==> src/sv/sukt_pkg.sv <==
`timescale 1ns / 1ps
// ----------------------------------------------------------------------------
// sukt_pkg
// Shared types and constants for the sorted unique key table.
// ----------------------------------------------------------------------------
package sukt_pkg;

  localparam int unsigned KEY_W  = 37;  // key width
  localparam int unsigned POS_W  = 7;   // position and entry count field width
  localparam int unsigned STAT_W = 2;
  localparam int unsigned REQ_W  = 2;

  typedef enum logic [REQ_W-1:0] {
    REQ_INSERT = 2'd0,
    REQ_REMOVE = 2'd1,
    REQ_READ   = 2'd2,
    REQ_CLEAR  = 2'd3
  } req_e;

  typedef enum logic [STAT_W-1:0] {
    ST_OK     = 2'd0,
    ST_DUP    = 2'd1,
    ST_FULL   = 2'd2,
    ST_BADPOS = 2'd3
  } status_e;

  typedef enum logic [1:0] {
    S_IDLE,
    S_TREE1,
    S_TREE2,
    S_COMMIT
  } state_e;

  // broadcast command to every cell of the chain
  typedef struct packed {
    logic cmp;  // latch compare flags against the incoming word
    logic ins;  // open a gap at the ordered slot and write the new entry
    logic rm;   // close the gap at the selected position
  } cell_cmd_t;

endpackage

==> src/sv/sukt_cell.sv <==
`timescale 1ns / 1ps
// ----------------------------------------------------------------------------
// sukt_cell
// One slot of the ordered chain: holds an entry, compares it against the
// broadcast key and shifts to or from its neighbours on command.
// ----------------------------------------------------------------------------
module sukt_cell import sukt_pkg::*; #(
  parameter int unsigned IDX  = 0,
  parameter int unsigned PB   = 16,
  parameter int unsigned CMPW = 7
) (
  input  logic                clk_i,
  input  logic                rst_ni,
  input  cell_cmd_t           cmd_i,
  input  logic [KEY_W-1:0]    key_i,
  input  logic [POS_W-1:0]    pos_i,
  input  logic [CMPW-1:0]     cnt_i,
  input  logic [KEY_W-1:0]    new_key_i,
  input  logic [PB-1:0]       new_payload_i,
  input  logic [KEY_W-1:0]    left_key_i,
  input  logic [PB-1:0]       left_payload_i,
  input  logic                left_lt_i,
  input  logic [KEY_W-1:0]    right_key_i,
  input  logic [PB-1:0]       right_payload_i,
  output logic [KEY_W-1:0]    key_o,
  output logic [PB-1:0]       payload_o,
  output logic                lt_o,
  output logic [KEY_W+PB:0]   red_o
);

  // 1-based position of this slot
  localparam logic [CMPW-1:0] POS_HERE = CMPW'(IDX + 1);

  logic [KEY_W-1:0] key_q, key_d;
  logic [PB-1:0]    pay_q, pay_d;
  logic             eq_q, lt_q, sel_q, ge_q;
  logic             occ;
  logic [CMPW-1:0]  pos_ext;

  assign occ     = (POS_HERE <= cnt_i);
  assign pos_ext = CMPW'(pos_i);

  always_ff @(posedge clk_i or negedge rst_ni) begin
    if (!rst_ni) begin
      eq_q  <= 1'b0;
      lt_q  <= 1'b0;
      sel_q <= 1'b0;
      ge_q  <= 1'b0;
    end else if (cmd_i.cmp) begin
      eq_q  <= occ && (key_q == key_i);
      lt_q  <= occ && (key_q < key_i);
      sel_q <= (POS_HERE == pos_ext);
      ge_q  <= (POS_HERE >= pos_ext);
    end
  end

  always_comb begin
    key_d = key_q;
    pay_d = pay_q;
    if (cmd_i.ins && !lt_q) begin
      // first slot not below the key takes the new word, later ones shift up
      if (left_lt_i) begin
        key_d = new_key_i;
        pay_d = new_payload_i;
      end else begin
        key_d = left_key_i;
        pay_d = left_payload_i;
      end
    end else if (cmd_i.rm && ge_q) begin
      key_d = right_key_i;
      pay_d = right_payload_i;
    end
  end

  always_ff @(posedge clk_i) begin
    key_q <= key_d;
    pay_q <= pay_d;
  end

  assign key_o     = key_q;
  assign payload_o = pay_q;
  assign lt_o      = lt_q;
  assign red_o     = {eq_q, (sel_q ? key_q : KEY_W'(0)), (sel_q ? pay_q : PB'(0))};

endmodule

==> config.mk <==
export PLATFORM = sky130hd
export DESIGN_NAME = sukt_cell
export DESIGN_NICKNAME = d
export VERILOG_FILES = /design/src/sv/sukt_pkg.sv /design/src/sv/sukt_cell.sv
export SDC_FILE = /design/constraint.sdc
export NUM_CORES = 1
export LEC_CHECK = 0
export BUFFER_PORTS_ARGS = -buffer_cell sky130_fd_sc_hd__buf_2
export CAP_MARGIN = 30
export CORE_AREA = 2 2 127 129
export DETAILED_ROUTE_END_ITERATION = 10
export DIE_AREA = 0 0 129 131
export HOLD_SLACK_MARGIN = 0.03
export PLACE_DENSITY = 0.61
export SYNTH_ARGS = -nofsm -noshare
export SYNTH_HDL_FRONTEND = slang
export SYNTH_SLANG_ARGS = --single-unit
==> constraint.sdc <==
create_clock -name clk_i -period 2.5 [get_ports clk_i]
set_input_delay 0.125 -clock clk_i [delete_from_list [all_inputs] [get_ports clk_i]]
set_output_delay 0.125 -clock clk_i [all_outputs]
set_load 0.01 [all_outputs]
# After elaboration in Yosys (flattened, before gate mapping)
# Cells that the tools add are included.
dict set report classes {
  order_cmp 3
  reduce_logical 6
  n_eq_ne 2
  mux 8
}
# operator count
set op_table {}
lappend op_table {{two-way mux 37 bit} 4}
lappend op_table {{two-way mux 16 bit} 4}
lappend op_table {{== test 37 bit} 1}
lappend op_table {{less-than comparator 37 bit} 1}
lappend op_table {{== test 1 x 7 -> 1 bit, first input constant} 1}
lappend op_table {{>= comparator 1 x 7 -> 1 bit, first input constant} 1}
lappend op_table {{<= comparator 1 x 7 -> 1 bit, first input constant} 1}
lappend op_table {{logical AND 1 bit} 4}
lappend op_table {{nonzero test 2 bit} 1}
lappend op_table {{logical NOT 1 bit} 1}
dict set report totals {
  out_inout_bits 108
  word_cells 25
  register_bits 57
}

# Depth between registers and ports, before layout
# Gate-level depths: netlist (run 1).
dict set report depth {
  depth_word 3
  mapped_depth 7
}

# Least setup slack after synthesis (run 1)
# Ideal clock, no wire load.
dict set report synth_timing {
  path_type {register to register}
  start {register lt_q, in the netlist lt_o}
  end {register key_q[0], in the netlist key_o[0], enable pin}
  t_arrival_ns 2.071
  required_ns 1.885
  path_stages_with_launch 6
  setup_ns 0.615
  slack_ns -0.187
  cell_sequence {dfrtp_1 -> inv_1 -> nand2_1 -> clkbuf_1 -> clkbuf_1 -> nand2_1}
}
dict set report synth_via {
  elab_chain_len 3
}
# item line
set synth_lines {}
lappend synth_lines {{start, declared} sukt_cell.sv:36} ;# logic eq_q, lt_q, sel_q, ge_q;
lappend synth_lines {{start signal, assigned} sukt_cell.sv:51} ;# lt_q <= occ && (key_q < key_i);
lappend synth_lines {{logical NOT 1 bit} sukt_cell.sv:60} ;# if (cmd_i.ins && !lt_q) begin
lappend synth_lines {{logical AND 1 bit} sukt_cell.sv:60}
lappend synth_lines {{nonzero test 2 bit (no line)} --}
lappend synth_lines {{end signal, assigned} sukt_cell.sv:76} ;# key_q <= key_d;
lappend synth_lines {{end, declared} sukt_cell.sv:34} ;# logic [KEY_W-1:0] key_q, key_d;
# Every way passes these cells.
# A chain may end at the register's enable or synchronous reset.

# Worst setup path after layout (run 1)
dict set report layout_timing {
  start {register key_q[31], in the netlist key_o[31]}
  end {register eq_q}
}
dict set report layout_via {
  elab_chain_len 2
}
# item line
set layout_lines {}
lappend layout_lines {{== test 37 bit} sukt_cell.sv:50} ;# eq_q <= occ && (key_q == key_i);
lappend layout_lines {{logical AND 1 bit} sukt_cell.sv:50}
lappend layout_lines {{end signal, assigned} sukt_cell.sv:50}
lappend layout_lines {{end, declared} sukt_cell.sv:36}
# Every way passes these cells.

==> out/qor.csv, run 1 <==
metric,value,unit
outcome,finished clean,
vias,4307,
max_slew headroom,59.6,%
residual DRC count,0,
Die Height,131,µm
leading area contributor after synthesis,edfxtp_1,
fill count,1629,
MaxCap Viol Count,0,
Placer Congestion,0.793,
synthesis-to-layout area growth,52.6,%
Routed Antenna Nets,0,
Net Sw Power,0.913,mW
H-tree depth,3,
crit-path max FO,3,
layout cell share with drive strength beyond 1,45.9,%
die area,16900,µm²
antenna violations before repair,0,
Starting Density,26.7,%
sum of negative setup slack,0,ns
Cells after Synth,442,
gr usage total,15.8,%
most frequent cells in the layout,"buf_2 (322), nand2_1 (68), o21ai_0 (61)",
drt total wl,13900,µm
Routed wire per std cell,14.2,µm
post-layout power,3.32,mW
WHS Path Cells,3,
reg-to-reg setup timing slack,0.66,ns
FF-to-FF End,eq_q,
Netlist cell types,31,
Final Cycle Share,73.6,%
global-route wire length before repair,20200,µm
RSZ-0062 raised after global routing,no,
CP Capture Type,register,
main area contributors after synthesis,"edfxtp_1 (38%), mux2i_1 (13%), ha_1 (11%)",
"leading cell type in the layout, fill and taps excluded",buf_2,
clk_skew,0.00932,ns
Clk network pwr share,39.0,%
worst min-delay path class,in2reg,
pin count of the biggest net entering global routing,57,
register area,1690,µm²
CTS sink cnt,57,
Worst-Margin Slew,0.601,ns
postcts setup bufs,0,
power per cell area,521,nW/µm²
Flop pwr share,37.4,%
worst r2r src,key_o[31],
TritonCTS clock tree,built,
Longest Clk Path Bufs,2,
"Seq/Total Area, Yosys",40.6,%
CTS clock-pin slew for the worst setup and hold paths,0.05,ns
min cycle time layout,1.84,ns
synth warn,0,
post-synthesis register bit count,57,
worst reg2reg path depth,6,
CP startpoint kind,register,
"Setup violations, final",0,
Boundary Pins,324,
DR pass1 iterations,4,
crit path DAT,2.11,ns
hpwl dp,11600,µm
Pint,2.40,mW
peak supply drop,0.000313,V
total CTS buffers,9,
WS Path Type,reg2reg,
Die Span X,129,µm
port buffer count,323,
"Cell Area, Synth",4170,µm²
Initial DRC Count,156,
Combinational Power Share,23.6,%
share of the synthesized area in the top cell type,38.2,%
Sw Share,27.5,%
std cell rows,46,
area occupied by multi-input gates,2240,µm²
syn_nets,695,
vias in the first global route,3927,
Worst Hold Launch,right_payload_i[5],
core area,15600,µm²
nets,1013,
Worst Hold End,payload_o[5],
Max Clock Freq,0.543,GHz
vias per inst,4.39,
latest clock arrival within the worst-skew pair,0.33,ns
root buffer cell,clkbuf_16,
antenna diode instance count,0,
Final Max Tran Viols,0,
leakage power,3.47,nW
GRT overflow,0,
syn avg cell area,9.43,µm²
Final Hold Fails,0,
Required @ worst endpoint,2.77,ns
[logic make-up after synthesis]
group	share of synthesized area, %
simple gates	18.0
buf+inv	5.94
mux	12.7
flops	40.6
fa+ha+maj	11.1
compound gates	11.6
[state kept, by name (all words and copies together) (netlist names)]
name and flops:
lt_o 1, key_o 37, sel_q 1, payload_o 16, ge_q 1, eq_q 1
[Yosys cell counts, drive strengths merged]
library cell,number
and2,52
nand3b,1
nand2b,1
and4,5
o221ai,1
a22o,1
inv,40
nand3,4
clkbuf,16
dfrtp,4
or4,1
o41ai,1
a21oi,14
a21o,1
nor2b,1
nor2,5
a221oi,2
edfxtp,53
o21ai,61
nor4,3
mux2i,53
o211ai,1
a31o,1
buf,7
ha,37
nand4,4
a2111oi,1
a211oi,1
nand2,70
[final cells by class]
type                    instances  share of cell area, %
multi-input cells             322                   35.2
repair buffers                330                   26.7
flip-flops and latches         57                   26.6
well taps                     216                   4.25
clock buffers                  10                   3.60
inverters                      40                   2.36
clock inverters                 6                   1.30
[per-stage QoR]
stage | hold slack (ns) | utilization [%] | instance area, µm² | setup slack (ns) | cells
CTS | 0.0496 | 40.8 | 6360 | 0.637 | 981
global placement | -0.0538 | 38.7 | 6040 | 0.674 | 964
finish | 0.0642 | 40.8 | 6360 | 0.659 | 981
detailed placement | -0.0509 | 38.7 | 6040 | 0.662 | 964
floorplan | -0.171 | - | 4170 | 0.329 | 442
global route | 0.0586 | 40.8 | 6360 | 0.480 | 981
[timing repair]
| action | 4_1_cts | 5_1_grt |
|---|---|---|
| endpoints found under the setup margin | 0 | 0 |
| gates resized for setup | 0 | 0 |
| hold endpoints to repair | 4 | 0 |
| hold buffers | 1 | 0 |
[worst max-delay path by stage]
stage / to / cells past startpoint / slack (ns) / from
floorplan: key_o[0] / 5 / 0.33 / lt_o
global placement: eq_q / 6 / 0.67 / key_o[31]
detailed placement: lt_o / 6 / 0.66 / key_o[34]
CTS: eq_q / 6 / 0.64 / key_o[31]
global route: lt_o / 6 / 0.48 / key_o[34]
finish: eq_q / 6 / 0.66 / key_o[31]
[power groups by stage]
stage	Sequential [mW]	Clock (mW)	Combinational [mW]
final	1.24	1.29	0.781
after global routing	1.26	1.38	0.888
after CTS	1.24	1.34	0.796
after detailed placement	1.26	0	0.794
after global placement	1.25	0	0.787
after floorplan	1.29	0	0.365
[worst max-delay path, cell delays in order, from the launching register on]
cell	delay (ns)
edfxtp_1	0.42
ha_1	0.31
nand4_1	0.15
nor4_2	0.42
nand2_1	0.14
nor4_1	0.18
a22o_1	0.15
[per-layer routing]
layer | track usage (%) | up-vias | part of all wire (%)
li1 | - | 2187 | -
met1 | 19.0 | 1898 | 41
met2 | 27.6 | 207 | 49
met3 | 3.71 | 15 | 7.8
met4 | 5.95 | 0 | 1.3
met5 | 0 | - | 0
Power figures use the tool's default switching activity.
==> run 2: changes to the inputs <==
clock period = 1.5 ns   (was 2.5 ns; I/O delays follow)
==> run 2 against run 1 <==
Sequential share of layout area shrank 2.4 points; die area is the same; first-iteration DRC count shrank 5.8%; flip-flop and latch count is the same; critical path depth grew 1; worst setup slack lost 0.92 ns; worst hold slack lost 0.030 ns; the flow now finishes with violations (setup timing); combinational power grew 110%; clock skew shrank 0.0030 ns; via count grew 3.9%; largest power group is now registers; cell area grew 10%.
==> out/qor.csv, run 2 (same netlist as run 1, synthesis figures left out) <==
metric,value,unit,change
die area,16900,µm²,unchanged
DP Worst Slack,-0.284,ns,-0.945 ns
peak supply drop,0.000434,V,+39%
Placer Congestion,0.768,,-3.2%
worst min-delay path class,in2reg,,
total CTS buffers,9,,unchanged
Pint,4.06,mW,+69%
pin count of the biggest net entering global routing,47,,-18%
Longest Clk Path Bufs,2,,unchanged
Final Max Tran Viols,0,,unchanged
vias per inst,4.29,,-2.2%
Die Height,131,µm,unchanged
Routed wire per std cell,14.2,µm,-0.29%
Max Clock Freq,0.568,GHz,+4.5%
vias in the first global route,4249,,+8.2%
Routed Antenna Nets,0,,unchanged
vias,4475,,+3.9%
Placed Area,6440,µm²,+6.6%
antenna violations before repair,0,,unchanged
H-tree depth,3,,unchanged
CP Capture Type,register,,
Flop pwr share,36.0,%,-1.4 points
drt total wl,14800,µm,+5.9%
Final WS setup,-0.261,ns,-0.920 ns
core area,15600,µm²,unchanged
Largest register FFs,37,,unchanged
"leading cell type in the layout, fill and taps excluded",buf_2,,
CTS clock-pin slew for the worst setup and hold paths,0.05,ns,about the same
layout cell share with drive strength beyond 1,48.7,%,+2.8 points
Die Span X,129,µm,unchanged
gr usage total,16.4,%,+0.55 points
Initial DRC Count,147,,-5.8%
synthesis-to-layout area growth,68.0,%,
latest clock arrival within the worst-skew pair,0.33,ns,about the same
Net Sw Power,1.65,mW,+81%
Final Hold Fails,0,,unchanged
std cell rows,46,,unchanged
hpwl dp,12200,µm,+4.6%
Starting Density,26.7,%,unchanged
crit-path max FO,3,,unchanged
Boundary Pins,324,,unchanged
residual DRC count,0,,unchanged
Sw Share,28.9,%,+1.4 points
post-layout power,5.71,mW,+72%
Worst-Margin Slew,0.455,ns,-0.146 ns
outcome,"complete, but fails checks",,
max_slew headroom,69.4,%,+9.8 points
min cycle time layout,1.76,ns,-0.0797 ns
Clk network pwr share,35.6,%,-3.4 points
fill count,1564,,-4.0%
CTS sink cnt,57,,unchanged
DR pass1 iterations,4,,unchanged
WS Path Type,reg2reg,,
"Setup violations, final",2,,+2
RSZ-0062 raised after global routing,yes,,
root buffer cell,clkbuf_16,,
TritonCTS clock tree,built,,
Post-Layout Cell Count,1042,,+6.2%
Final Cycle Share,117,%,+44 points
placed cells,1005,,+4.3%
port buffer count,323,,unchanged
Required @ worst endpoint,1.74,ns,-1.03 ns
crit path DAT,2.00,ns,-0.11 ns
failing checks,setup timing,,
CP startpoint kind,register,,
GRT overflow,0,,unchanged
power per cell area,816,nW/µm²,+56%
final instance area,7000,µm²,+10%
MaxCap Viol Count,0,,unchanged
clk_skew,0.00633,ns,-0.00299 ns
global-route wire length before repair,21000,µm,+3.8%
leakage power,3.77,nW,+8.8%
Combinational Power Share,28.4,%,+4.8 points
most frequent cells in the layout,"buf_2 (322), nand2_1 (68), o21ai_0 (58)",,
nets,1074,,+6.0%
antenna diode instance count,0,,unchanged
[run 2: cell count changes in the layout (fill, tap and decap cells not counted), moves of 3 or more]
cell	change
dlygate4sd3_1	+19
o21ai_0	-3
buf_12	+5
buf_4	+37
o21ai_1	+3
[run 2: what timing repair did]
item / 4_1_cts / 5_1_grt
setup buffers: 0 / 1
resized for setup: 4 / 8
pin swaps: 7 / 4
setup endpoints to repair: 2 / 2
hold endpoints to repair: 23 / 0
hold buffers: 20 / 0
[run 2: area by class of cell]
type	instances	area (µm²)	share of cell area, %
clock buffers	10	229	3.27
clock inverters	6	58.8	0.840
inverters	40	150	2.14
multi-input cells	322	2340	33.4
flip-flops and latches	57	1690	24.2
well taps	216	270	3.86
repair buffers	391	2270	32.4
[run 2: critical path, cell delays in order (launching register included)]
cell	delay, ns
edfxtp_1	0.42
ha_1	0.32
nand4_1	0.19
nor4_4	0.06
buf_4	0.14
a2111oi_4	0.30
nand3_1	0.13
o221ai_2	0.13
[run 2: final timing paths]
kind,cells after the start,endpoint,slack [ns],startpoint
min in group asynchronous,2,sel_q,0.12,rst_ni
worst min register to register,1,eq_q,0.51,eq_q
max in group asynchronous,2,eq_q,1.25,rst_ni
worst max register to register,7,lt_o,-0.26,key_o[31]
worst min-delay path,3,payload_o[7],0.03,right_payload_i[7]
worst max-delay path,7,lt_o,-0.26,key_o[31]
[run 2: per-layer routing]
layer | part of all wire (%) | routed length, µm | global-route usage (%)
met2 | 51 | 7580 | 30.2
met3 | 7.0 | 1040 | 4.07
met1 | 41 | 6000 | 19.1
met4 | 0.97 | 143 | 4.03
met5 | 0 | 0 | 0
[run 2: through the flow]
| step | hold slack (ns) | setup TNS (ns) | util, % |
|---|---|---|---|
| finish | 0.0337 | -0.494 | 44.9 |
| global route | 0.0415 | -0.759 | 44.9 |
| CTS | 0.0300 | -0.459 | 44.6 |
| detailed placement | -0.0995 | -0.537 | 41.3 |
| global placement | -0.0999 | -0.406 | 41.3 |
| floorplan | -0.221 | -0.337 | - |
[run 2: power groups by stage]
| stage | Sequential (mW) | Combinational [mW] | Clock [mW] |
|---|---|---|---|
| 6_report | 2.05 | 1.62 | 2.03 |
| 5_1_grt | 2.08 | 1.83 | 2.15 |
| 4_1_cts | 2.06 | 1.62 | 2.08 |
| 3_5_place_dp | 2.08 | 1.56 | 0 |
| 3_3_place_gp | 2.08 | 1.54 | 0 |
| 2_1_floorplan | 2.15 | 0.637 | 0 |
==> run 3: changes to the inputs <==
==> constraint.sdc (replaced) <==
create_clock -name clk_i -period 1.5 [get_ports clk_i]
set_input_delay 0.075 -clock clk_i [delete_from_list [all_inputs] [get_ports clk_i]]
set_output_delay 0.075 -clock clk_i [all_outputs]
set_load 0.05 [all_outputs]
==> run 3 against run 2 <==
The flow still finishes with violations (setup timing); cell area is 3.7% higher; via count rose by 1.5%; sequential power is essentially flat; first-iteration DRC count decreased by 12%; critical path type unchanged; die area stayed put; non-clock buffer count increased by 13; count of clock-buffer cells in the layout shrank 1; highest routed layer unchanged.
==> out/qor.csv, run 3 (same netlist as run 1, synthesis figures left out) <==
metric,value,unit,change
outcome,"complete, but fails checks",,
failing checks,setup timing,,
gr usage total,17.0,%,+0.61 points
CP Launch Point,key_o[31],,
power per cell area,830,nW/µm²,+1.7%
DR pass1 iterations,4,,unchanged
Die Height,131,µm,unchanged
crit path DAT,2.00,ns,about the same
fill count,1519,,-2.9%
Routed wire per std cell,14.4,µm,+1.3%
worst min-delay path class,in2reg,,
Boundary Pins,324,,unchanged
nets,1087,,+1.2%
Post-Layout Cell Count,1055,,+1.2%
Worst Hold End,payload_o[7],,
Longest Clk Path Bufs,2,,unchanged
RSZ-0062 raised after global routing,yes,,
synthesis-to-layout area growth,74.3,%,
TritonCTS clock tree,built,,
antenna diode instance count,0,,unchanged
Starting Density,26.7,%,unchanged
clk_skew,0.00752,ns,+0.00118 ns
antenna violations before repair,0,,unchanged
most frequent cells in the layout,"buf_2 (297), nand2_1 (68), o21ai_0 (58)",,
Max Clock Freq,0.556,GHz,-2.1%
Final Max Tran Viols,0,,unchanged
busiest layer in global routing,met2,,
"Setup violations, final",2,,unchanged
leakage power,3.81,nW,+0.89%
CTS clock-pin slew for the worst setup and hold paths,0.06,ns,about the same
"leading cell type in the layout, fill and taps excluded",buf_2,,
WHS Path Cells,3,,unchanged
routing usage on met1,18.8,%,-0.36 points
max incr delay on CP,0.44,ns,+0.02 ns
vias in the first global route,4438,,+4.4%
worst reg2reg path depth,7,,unchanged
layout cell share with drive strength beyond 1,49.2,%,+0.56 points
Worst Hold Launch,right_payload_i[7],,
peak supply drop,0.000438,V,+0.87%
WP depth,7,,unchanged
Required @ worst endpoint,1.70,ns,-0.04 ns
drt total wl,15100,µm,+2.6%
Final Util,46.6,%,+1.7 points
std cell rows,46,,unchanged
crit-path max FO,2,,-1
Worst-Margin Slew,0.430,ns,-0.0253 ns
CTS sink cnt,57,,unchanged
CP Capture Type,register,,
total CTS buffers,9,,unchanged
most frequent cell on the critical path,nand4_1,,
vias per inst,4.30,,+0.20%
max_slew headroom,71.2,%,+1.9 points
latest clock arrival within the worst-skew pair,0.33,ns,about the same
core area,15600,µm²,unchanged
Placer Congestion,0.787,,+2.6%
CP startpoint kind,register,,
slowest CP cell,edfxtp_1,,
met3 usage in global routing,4.44,%,+0.37 points
placed cells,1001,,-0.40%
min cycle time layout,1.80,ns,+0.0379 ns
reg-to-reg setup timing slack,-0.30,ns,-0.04 ns
grt met2 use,31.7,%,+1.6 points
worst r2r src,key_o[31],,
worst path cell trace,"ha_4, nand4_1, nor4_4, buf_4, a2111oi_4, nand4_1, o221ai_2",,
die area,16900,µm²,unchanged
Final WS setup,-0.299,ns,-0.0379 ns
crit path buf inv count,1,,unchanged
FF-to-FF End,lt_o,,
port buffer count,323,,unchanged
Die Span X,129,µm,unchanged
Final Cycle Share,120,%,+2.5 points
GRT overflow,0,,unchanged
hpwl dp,12100,µm,-0.93%
Largest register FFs,37,,unchanged
H-tree depth,3,,unchanged
root buffer cell,clkbuf_16,,
"CP delay by family, top",simple AND/OR/NAND/NOR gates,,
global-route wire length before repair,21800,µm,+4.1%
vias,4540,,+1.5%
Initial DRC Count,129,,-12%
MaxCap Viol Count,0,,unchanged
WS Path Type,reg2reg,,
Final Hold Fails,0,,unchanged
pin count of the biggest net entering global routing,36,,-23%
Routed Antenna Nets,0,,unchanged
residual DRC count,0,,unchanged
run 3: worst register-to-register path: cells and delay by family, from the launching register on:
kind / cells / cell delay (ns)
flip-flops: 1 / 0.44
buffers and inverters: 1 / 0.16
adder cells (fa/ha/maj): 1 / 0.30
AO/OA/AOI/OAI: 2 / 0.14
AND/OR/NAND/NOR: 3 / 0.63
run 3: worst max path at each step:
stage,end
after global placement,eq_q
after floorplan,eq_q
final,lt_o
after CTS,eq_q
after global routing,eq_q
after detailed placement,eq_q
run 3: area by class of cell:
class,count,area (µm²),share of cell area (%)
repair buffers,404,2470,34.0
multi-input cells,322,2420,33.3
flip-flops and latches,57,1690,23.3
well taps,216,270,3.72
clock buffers,9,225,3.10
inverters,40,150,2.07
clock inverters,7,37.5,0.517
run 3: power by group:
group / total [mW] / internal (mW) / switching (mW)
clock: 1.84 / 1.09 / 0.744
combinational: 2.12 / 0.862 / 1.26
sequential: 2.07 / 1.97 / 0.100
total: 6.03 / 3.93 / 2.10
run 3: timing repair:
action	CTS	global route
endpoints found under the setup margin	7	28
setup buffers	6	2
pin swaps	12	6
endpoints found under the hold margin	33	0
resized for setup	14	34
hold buffers	30	0
run 3: routing by layer:
layer	share of wire [%]	vias to the layer above	routed length, µm
li1	-	2336	-
met2	52	197	7870
met3	7.3	19	1110
met1	39	1988	5910
met4	1.6	0	248
met5	0	-	0
run 3: metrics by stage:
stage	setup slack [ns]	cell area (µm²)	hold WS (ns)	setup TNS (ns)	power, mW
6_report	-0.299	7270	0.0372	-0.543	6.03
2_1_floorplan	-0.429	4240	-0.221	-4.58	3.24
3_5_place_dp	-0.305	6420	-0.105	-0.584	4.07
4_1_cts	-0.296	7110	0.0318	-0.517	6.07
5_1_grt	-0.391	7270	0.0377	-0.798	6.38
3_3_place_gp	-0.238	6420	-0.107	-0.470	4.04
